[config.mk]
export PLATFORM = sky130hd
export DESIGN_NAME = ddo_cordic_step
export DESIGN_NICKNAME = d
export VERILOG_FILES = /design/src/rtl/ddo_pkg.sv /design/src/rtl/ddo_cordic_step.sv
export SDC_FILE = /design/constraint.sdc
export NUM_CORES = 1
export LEC_CHECK = 0
export BUFFER_PORTS_ARGS = -buffer_cell sky130_fd_sc_hd__clkbuf_2
export CAP_MARGIN = 20
export CORE_MARGIN = 2
export CORE_UTILIZATION = 54
export DETAILED_ROUTE_END_ITERATION = 7
export GPL_ROUTABILITY_DRIVEN = 0
export PLACE_DENSITY_LB_ADDON = 0.05
export SETUP_SLACK_MARGIN = 0.1
export SYNTH_ARGS = -nofsm -noshare
export SYNTH_HDL_FRONTEND = slang
export SYNTH_SLANG_ARGS = --single-unit
[constraint.sdc]
create_clock -name vclk -period 5.9
set_input_delay 0.295 -clock vclk [all_inputs]
set_output_delay 0.295 -clock vclk [all_outputs]
set_load 0.01 [all_outputs]
[src/rtl/ddo_pkg.sv]
// Shared constants, types and helper functions for the differential drive odometry core.
// No dependencies; the other files of the block, apart from ddo_if, refer to this package by scoped names.
`default_nettype none

package ddo_pkg;

	localparam int CORDIC_STEPS = 16;
	localparam int CNT_W        = $clog2(CORDIC_STEPS);
	localparam int CW           = 36;   // CORDIC datapath width, Q2.30 plus headroom

	localparam int CFG_IDX_W  = 1;
	localparam int CFG_DATA_W = 24;
	localparam logic [CFG_IDX_W-1:0] CFG_METERS_PER_TICK = 1'd0;
	localparam logic [CFG_IDX_W-1:0] CFG_INV_WHEEL_BASE  = 1'd1;

	localparam logic [23:0] MPT_RESET = 24'd7457;
	localparam logic [23:0] IWB_RESET = 24'd292571;

	localparam logic signed [19:0] PI_Q16      = 20'sd205887;
	localparam logic signed [19:0] TWO_PI_Q16  = 20'sd411774;
	localparam logic signed [19:0] HALF_PI_Q16 = 20'sd102943;
	localparam logic signed [41:0] ONE_Q16     = 42'sd65536;
	localparam logic signed [CW-1:0] INV_GAIN_Q30 = 36'sd652032874;

	typedef logic signed [19:0] angle_t;

	function automatic logic [29:0] atan_q30(input logic [4:0] i);
		case (i)
			5'd0:  return 30'd843314857;
			5'd1:  return 30'd497837829;
			5'd2:  return 30'd263043837;
			5'd3:  return 30'd133525159;
			5'd4:  return 30'd67021687;
			5'd5:  return 30'd33543516;
			5'd6:  return 30'd16775851;
			5'd7:  return 30'd8388437;
			5'd8:  return 30'd4194283;
			5'd9:  return 30'd2097149;
			5'd10: return 30'd1048576;
			5'd11: return 30'd524288;
			5'd12: return 30'd262144;
			5'd13: return 30'd131072;
			5'd14: return 30'd65536;
			5'd15: return 30'd32768;
			5'd16: return 30'd16384;
			5'd17: return 30'd8192;
			5'd18: return 30'd4096;
			5'd19: return 30'd2048;
			5'd20: return 30'd1024;
			5'd21: return 30'd512;
			5'd22: return 30'd256;
			5'd23: return 30'd128;
			default: return 30'd0;
		endcase
	endfunction

	// arithmetic right shift, rounding half away from zero
	function automatic logic signed [63:0] rnd_shr(input logic signed [63:0] v,
			input int unsigned n);
		logic signed [63:0] h;
		h = 64'sd1 <<< (n - 1);
		return (v + (v[63] ? h - 64'sd1 : h)) >>> n;
	endfunction

	function automatic logic signed [31:0] sat32(input logic signed [34:0] v);
		if (v > 35'sd2147483647)
			return 32'sh7fffffff;
		if (v < -35'sd2147483648)
			return 32'sh80000000;
		return v[31:0];
	endfunction

	function automatic angle_t wrap_pi(input angle_t a);
		if (a > PI_Q16)
			return a - TWO_PI_Q16;
		if (a < -PI_Q16)
			return a + TWO_PI_Q16;
		return a;
	endfunction

endpackage

`default_nettype wire

[src/rtl/ddo_cordic_step.sv]
// One CORDIC micro-rotation, shared by the arcsine (vectoring) and sine/cosine (rotation) passes.
// Depends on ddo_pkg for the datapath width and the arctangent table.
`default_nettype none

module ddo_cordic_step (
	input  wire logic                           vectoring,
	input  wire logic        [ddo_pkg::CNT_W-1:0] idx,
	input  wire logic signed [ddo_pkg::CW-1:0]  x,
	input  wire logic signed [ddo_pkg::CW-1:0]  y,
	input  wire logic signed [ddo_pkg::CW-1:0]  z,
	output logic signed      [ddo_pkg::CW-1:0]  nx,
	output logic signed      [ddo_pkg::CW-1:0]  ny,
	output logic signed      [ddo_pkg::CW-1:0]  nz
);

	logic signed [ddo_pkg::CW-1:0] xs, ys, at;
	logic                          pos;

	always_comb begin
		xs = x >>> idx;
		ys = y >>> idx;
		at = $signed(ddo_pkg::CW'(ddo_pkg::atan_q30(5'(idx))));
		// vectoring drives y toward zero, rotation drives z toward zero
		pos = vectoring ? !(y > 0) : (z >= 0);
		if (pos) begin
			nx = x - ys;
			ny = y + xs;
			nz = z - at;
		end else begin
			nx = x + ys;
			ny = y - xs;
			nz = z + at;
		end
	end

endmodule

`default_nettype wire

==> results of run 1 <==
## critical path, cell delays in order
cell and delay [ns]:
sky130_fd_sc_hd__buf_16 0.17, sky130_fd_sc_hd__buf_16 0.18, sky130_fd_sc_hd__mux4_1 0.54, sky130_fd_sc_hd__mux4_2 0.49
sky130_fd_sc_hd__buf_4 0.16, sky130_fd_sc_hd__or2_2 0.29, sky130_fd_sc_hd__o41a_1 0.44, sky130_fd_sc_hd__xnor2_1 0.16
sky130_fd_sc_hd__ha_1 0.31, sky130_fd_sc_hd__buf_4 0.13, sky130_fd_sc_hd__and4_1 0.21, sky130_fd_sc_hd__o2111a_1 0.22
sky130_fd_sc_hd__o211ai_1 0.09, sky130_fd_sc_hd__buf_4 0.18, sky130_fd_sc_hd__a311oi_1 0.21, sky130_fd_sc_hd__buf_4 0.18
sky130_fd_sc_hd__a311oi_1 0.10, sky130_fd_sc_hd__buf_4 0.16, sky130_fd_sc_hd__o31ai_1 0.26, sky130_fd_sc_hd__a21oi_1 0.12
sky130_fd_sc_hd__xnor2_1 0.16, sky130_fd_sc_hd__clkbuf_2 0.15
## area by class of cell
| class | instances | area (um2) | area share |
|---|---|---|---|
| Multi-Input combinational cell | 1384 | 11300 | 0.795 |
| Timing Repair Buffer | 371 | 2370 | 0.166 |
| Tap cell | 280 | 350 | 0.0246 |
| Inverter | 53 | 201 | 0.0142 |
| Antenna cell | 1 | 2.50 | 0.000176 |
## repair_timing
item,CTS,global route
setup endpoints to repair,6,20
hold buffers,0,0
resized for setup,1,46
setup buffers,1,4
pin swaps,1,11
gates cloned,0,1
## logic make-up (layout without fill, tap and decap cells)
| kind of cell | after synthesis | after routing |
|---|---|---|
| multiplexers | 167 | 167 |
| adder cells (fa/ha/maj) | 119 | 119 |
| AND/OR/NAND/NOR | 427 | 427 |
| buffers and inverters | 125 | 424 |
| XOR/XNOR | 183 | 183 |
| other | 0 | 1 |
| AO/OA/AOI/OAI | 488 | 488 |
## cell usage after synthesis (6+ instances only)
cell	count
sky130_fd_sc_hd__a21oi_1	160
sky130_fd_sc_hd__nand2_1	147
sky130_fd_sc_hd__nor2_1	118
sky130_fd_sc_hd__xnor2_1	117
sky130_fd_sc_hd__ha_1	116
sky130_fd_sc_hd__o21ai_0	95
sky130_fd_sc_hd__mux4_2	83
sky130_fd_sc_hd__xor2_1	66
sky130_fd_sc_hd__a21o_1	51
sky130_fd_sc_hd__inv_1	51
sky130_fd_sc_hd__mux2i_1	45
sky130_fd_sc_hd__nor3_1	27
sky130_fd_sc_hd__a31oi_1	26
sky130_fd_sc_hd__clkbuf_1	26
sky130_fd_sc_hd__o21a_1	25
sky130_fd_sc_hd__mux2_2	23
sky130_fd_sc_hd__nand3_1	20
sky130_fd_sc_hd__buf_2	19
sky130_fd_sc_hd__nand2b_1	16
sky130_fd_sc_hd__o21bai_1	16
sky130_fd_sc_hd__a211oi_1	15
sky130_fd_sc_hd__o211ai_1	15
sky130_fd_sc_hd__and3_1	14
sky130_fd_sc_hd__nor2b_1	14
sky130_fd_sc_hd__mux4_1	12
sky130_fd_sc_hd__nor4_1	12
sky130_fd_sc_hd__o31ai_1	12
sky130_fd_sc_hd__buf_1	11
sky130_fd_sc_hd__nand4_1	11
sky130_fd_sc_hd__and2_1	9
sky130_fd_sc_hd__buf_6	9
sky130_fd_sc_hd__or3_1	8
sky130_fd_sc_hd__a21boi_0	7
sky130_fd_sc_hd__or2_2	7
sky130_fd_sc_hd__a22oi_1	6
sky130_fd_sc_hd__o22ai_1	6
## layer usage
metal | share of wire | up-vias | global-route usage | wire length (um)
met5 | 0 | - | 0 | 0
met4 | 0.039 | 0 | 0.107 | 1540
met3 | 0.092 | 118 | 0.0350 | 3660
met2 | 0.46 | 705 | 0.556 | 18200
met1 | 0.41 | 6249 | 0.446 | 16300
li1 | - | 6359 | - | -
## power breakdown
part	internal (mW)	leakage, nW	switching, mW
Sequential	0	0	0
Clock	0.0000000227	0.00000634	0
Combinational	1.34	6.48	1.59
Total	1.34	6.48	1.59
## stage by stage
| step | instance area (um2) | total power [mW] | util | setup WS (ns) | setup TNS, ns |
|---|---|---|---|---|---|
| 6_report | 14200 | 2.93 | 0.657 | 0.357 | 0 |
| 4_1_cts | 14000 | 2.87 | 0.648 | 0.108 | 0 |
| 2_1_floorplan | 11800 | 1.89 | - | 0.116 | 0 |
| 3_5_place_dp | 14000 | 2.85 | 0.647 | -0.0826 | -0.160 |
| 5_1_grt | 14200 | 3.23 | 0.657 | 0.0231 | 0 |
| 3_3_place_gp | 14000 | 2.82 | 0.647 | 0.0489 | 0 |
## worst max path at each step
stage | cells after the start | startpoint | to | slack (ns)
after floorplan | 28 | idx[1] | nz[35] | 0.12
after global placement | 25 | idx[0] | ny[33] | 0.05
after detailed placement | 25 | idx[0] | ny[33] | -0.08
after CTS | 24 | idx[0] | ny[34] | 0.11
after global routing | 23 | idx[0] | ny[34] | 0.02
final | 22 | idx[0] | nx[34] | 0.36
## cell usage in the layout (no fill, tap or decap), types with 13 or more instances in the layout
cell type and count:
sky130_fd_sc_hd__clkbuf_2 217, sky130_fd_sc_hd__a21oi_1 154, sky130_fd_sc_hd__nand2_1 146, sky130_fd_sc_hd__buf_4 142, sky130_fd_sc_hd__nor2_1 118, sky130_fd_sc_hd__xnor2_1 116, sky130_fd_sc_hd__ha_1 115, sky130_fd_sc_hd__o21ai_0 86
sky130_fd_sc_hd__mux4_2 83, sky130_fd_sc_hd__xor2_1 65, sky130_fd_sc_hd__inv_1 51, sky130_fd_sc_hd__a21o_1 51, sky130_fd_sc_hd__mux2i_1 42, sky130_fd_sc_hd__nor3_1 27, sky130_fd_sc_hd__a31oi_1 26, sky130_fd_sc_hd__o21a_1 24
sky130_fd_sc_hd__mux2_2 23, sky130_fd_sc_hd__nand3_1 20, sky130_fd_sc_hd__o21bai_1 16, sky130_fd_sc_hd__nand2b_1 16, sky130_fd_sc_hd__o211ai_1 15, sky130_fd_sc_hd__a211oi_1 14, sky130_fd_sc_hd__and3_1 13
==> flow_summary.toml, run 1 <==
[hold_path]
worst_hold_path_type = "in2out"
holdCritStartpoint = "z[1]"
min_delay_worst_endpoint = "nz[1]"
min_delay_path_depth = 3

[power_and_ir_drop]
p_leak_nw = 6.48
largest_vdd_supply_drop_uv = 166
power_density_relative_to_cell_area_nw_per_um2 = 206

[global_route]
maximum_number_of_pins_on_one_net_before_global_route_repair = 49
number_of_global_route_vias_before_repair = 12125
wire_length_of_the_first_global_routing_pass_um = 61800
overflow = 0
grt_antenna_before_repair = 1
global_route.usage.total = 0.331

[worst_setup_path]
worstPathRequired_ns = 5.61
critical_path.endpoint_type = "output port"
worst_ep_arrival_time_ns = 5.25
cp-start-kind = "primary input"
crit_path_max_fanout = 25
setup.worst_path.class = "in2out"

[place]
dp_cells = 2082
post_dp_hpwl_um = 32600
numPortBuffers = 221

[routing]
route.final.wire_length_um = 39700
drc = 0
drt-wirelength-per-cell_um = 19.0
dr_total_vias = 13431
drt_via_density = 6.43
drtIter0Drc = 1247
dr.pass1.iters = 6
drtAntennaViolNets = 0

[synthesis]
synth_adder_area_share = 0.128
synthTopCellsByArea = "sky130_fd_sc_hd__mux4_2 (16%), sky130_fd_sc_hd__ha_1 (12%), sky130_fd_sc_hd__xnor2_1 (8.7%), sky130_fd_sc_hd__a21oi_1 (6.8%), sky130_fd_sc_hd__xor2_1 (4.9%)"
yosys_warnings = 0
proportion_of_synthesized_area_in_mux_cells = 0.251
synth_compound_area_frac = 0.261
ys_seq_area_frac = 0
syn-cell-area_um2 = 11800
synth_top_family_by_area = "compound AO/OA/AOI/OAI gates"
synth_cells = 1509
synthesis.nets = 1741
yosysTopAreaCellShare = 0.159
post_synth_and_or_nand_nor_area_fraction = 0.173
synthDistinctLibCells = 83
synth_largest_area_cell = "sky130_fd_sc_hd__mux4_2"
post_synth.cell_area_avg_um2 = 7.81
synth_xor_xnor_area_share = 0.136

[sta]
grt_setup_unrepaired = "true"
worst_slew_pin_tran_ns = 0.702
min_period_over_period = 0.940
worst_hold_slack_after_final_layout_ns = 0.985
final-setup-viol-count = 0
max_freq_mhz = 180
finalHoldViolations = 0
timing.final.max_slew_violations = 0
final_critical_path_time_including_i_o_delays_and_setup_ns = 5.54
relSlewSlack = 0.528

[final_layout]
num-clock-buffers = 0
area_growth_syn_to_layout_pct = 20.6
finalNonFillerCells = 2089
design.final.nets = 2042
final.fill_count = 1982
final-seq-area_um2 = 0
drive_gt1_frac = 0.295
nFlopsAndLatches = 0

[die]
die_x_um = 152
core_um2 = 21600
die-area_um2 = 23000
floorplan.die.height_um = 152
floorplan.io_pins = 221
initial_utilization = 0.545
core.rowCount = 54

[run_status]
status = "complete, no violations"

[flow_run]
cap_viol_max_count = 0
No activity file was read; power rests on OpenSTA's default activity.
==> run 2, diff against run 1 <==
--- a/config.mk
+++ b/config.mk
@@ -7,7 +7,6 @@
 export LEC_CHECK = 0
 export BUFFER_PORTS_ARGS = -buffer_cell sky130_fd_sc_hd__clkbuf_2
 export CAP_MARGIN = 20
-export CORE_MARGIN = 2
 export CORE_UTILIZATION = 54
 export DETAILED_ROUTE_END_ITERATION = 7
 export GPL_ROUTABILITY_DRIVEN = 0
==> flow_summary.toml, run 2 (synthesized netlist as in run 1, its figures left out) <==
[global_route]
wire_length_of_the_first_global_routing_pass_um = 61100
overflow = 0
maximum_number_of_pins_on_one_net_before_global_route_repair = 64
global_route.usage.total = 0.337
number_of_global_route_vias_before_repair = 11919
grt_antenna_before_repair = 1

[sta]
worst_slew_pin_tran_ns = 0.790
final_critical_path_time_including_i_o_delays_and_setup_ns = 5.52
timing.final.max_slew_violations = 0
grt_setup_unrepaired = "true"
setup_total_neg_slack_ns = 0
finalHoldViolations = 0
final-setup-viol-count = 0
min_period_over_period = 0.936
relSlewSlack = 0.471
max_freq_mhz = 181
worst_hold_slack_after_final_layout_ns = 0.975

[routing]
dr.pass1.iters = 5
drtIter0Drc = 1218
route.final.wire_length_um = 39700
drt-wirelength-per-cell_um = 19.4
met2_length_um = 18100
drt_via_density = 6.47
drtAntennaViolNets = 0
drc = 0
m1WireLength_um = 16700
top_layer_used = "met4"
dr_total_vias = 13280
met3RoutedLength_um = 3690

[power_and_ir_drop]
combinational_share_of_power = 1.000
switching_share = 0.547
largest_vdd_supply_drop_uv = 168
net-switching-power_mw = 1.59
p_leak_nw = 6.32
share_seq_of_total_power = 0
internal_power_mw = 1.31
share_clk_of_total_power = 0
report.power.total_mw = 2.90
power_density_relative_to_cell_area_nw_per_um2 = 207

[worst_setup_path]
worstPathRequired_ns = 5.61
crit_path_max_fanout = 12
setup.worst_path.class = "in2out"
cp-start-kind = "primary input"
critical_path.endpoint_type = "output port"
startpoint = "idx[0]"
worstSetupEndpoint = "nx[34]"
worst_ep_arrival_time_ns = 5.23

[final_layout]
final_common_cell = "sky130_fd_sc_hd__clkbuf_2"
design.final.nets = 2010
num-clock-buffers = 0
final.fill_count = 1876
nFlopsAndLatches = 0
final_cell_mix = "sky130_fd_sc_hd__clkbuf_2 (217), sky130_fd_sc_hd__a21oi_1 (155), sky130_fd_sc_hd__nand2_1 (147), sky130_fd_sc_hd__nor2_1 (117), sky130_fd_sc_hd__xnor2_1 (116)"
final-seq-area_um2 = 0
area_growth_syn_to_layout_pct = 19.0
fin_util = 0.661
finalNonFillerCells = 2052
drive_gt1_frac = 0.283

[die]
floorplan.io_pins = 221
initial_utilization = 0.555
die_x_um = 150
core_um2 = 21200
core.rowCount = 53
floorplan.die.height_um = 150
die-area_um2 = 22400

[clocking]
cts.hold.buffers_added = 0

[place]
dp_cells = 2045
post_dp_hpwl_um = 31800
numPortBuffers = 221

[flow_run]
cap_viol_max_count = 0

[hold_path]
worst_hold_path_type = "in2out"

[run_status]
status = "complete, no violations"
==> run 2: power by group through the flow <==
stage	clock, mW	sequential (mW)	combinational, mW
3_5_place_dp	0	0	2.81
2_1_floorplan	0	0	1.89
5_1_grt	0.0000000227	0	3.17
3_3_place_gp	0	0	2.78
6_report	0.0000000227	0	2.90
4_1_cts	0	0	2.83
==> run 2: worst max-delay path, cell delays in order <==
cell and delay, ns:
sky130_fd_sc_hd__buf_16 0.13, sky130_fd_sc_hd__buf_16 0.17, sky130_fd_sc_hd__mux4_1 0.58, sky130_fd_sc_hd__mux4_2 0.53, sky130_fd_sc_hd__nor4_2 0.32, sky130_fd_sc_hd__buf_4 0.17
sky130_fd_sc_hd__nand2_1 0.04, sky130_fd_sc_hd__o21ai_0 0.18, sky130_fd_sc_hd__xor2_1 0.14, sky130_fd_sc_hd__ha_1 0.40, sky130_fd_sc_hd__and3_1 0.29, sky130_fd_sc_hd__nand2_1 0.08
sky130_fd_sc_hd__o21ai_1 0.21, sky130_fd_sc_hd__o211ai_1 0.16, sky130_fd_sc_hd__buf_4 0.20, sky130_fd_sc_hd__a311oi_1 0.21, sky130_fd_sc_hd__buf_4 0.18, sky130_fd_sc_hd__a311oi_1 0.09
sky130_fd_sc_hd__buf_4 0.16, sky130_fd_sc_hd__o31ai_1 0.25, sky130_fd_sc_hd__a21oi_1 0.12, sky130_fd_sc_hd__xnor2_1 0.14, sky130_fd_sc_hd__clkbuf_2 0.15
==> run 2: worst min-delay path by stage <==
| stage | from | end | slack [ns] | cells past startpoint |
|---|---|---|---|---|
| after floorplan | y[0] | ny[0] | 0.74 | 1 |
| after global placement | z[0] | nz[0] | 0.97 | 5 |
| after detailed placement | z[1] | nz[1] | 0.98 | 3 |
| after CTS | z[1] | nz[1] | 0.98 | 3 |
| after global routing | z[0] | nz[0] | 1.02 | 5 |
| final | z[1] | nz[1] | 0.97 | 3 |
==> run 2: cell type report <==
cell class | instances | area (um2) | area share
diodes | 1 | 2.50 | 0.000178
inverters | 53 | 201 | 0.0144
multi-input cells | 1384 | 11300 | 0.806
well taps | 275 | 344 | 0.0245
repair buffers | 339 | 2170 | 0.155
==> run 2: per-stage QoR <==
step	area, um2	worst slack [ns]
4_1_cts	13700	0.125
3_5_place_dp	13700	0.00370
3_3_place_gp	13700	0.0747
2_1_floorplan	11800	0.116
5_1_grt	14000	0.0448
6_report	14000	0.378
==> run 2: what timing repair did <==
| item | 4_1_cts | 5_1_grt |
|---|---|---|
| endpoints found under the setup margin | 7 | 19 |
| resized for setup | 3 | 56 |
| pin swaps | 1 | 8 |
| setup buffers | 1 | 3 |
| gates cloned | 0 | 2 |
==> run 2: layer usage <==
| metal | vias to the layer above | global-route usage |
|---|---|---|
| li1 | 6282 | - |
| met1 | 6180 | 0.457 |
| met2 | 735 | 0.552 |
| met3 | 83 | 0.0485 |
| met4 | 0 | 0.104 |
| met5 | - | 0 |
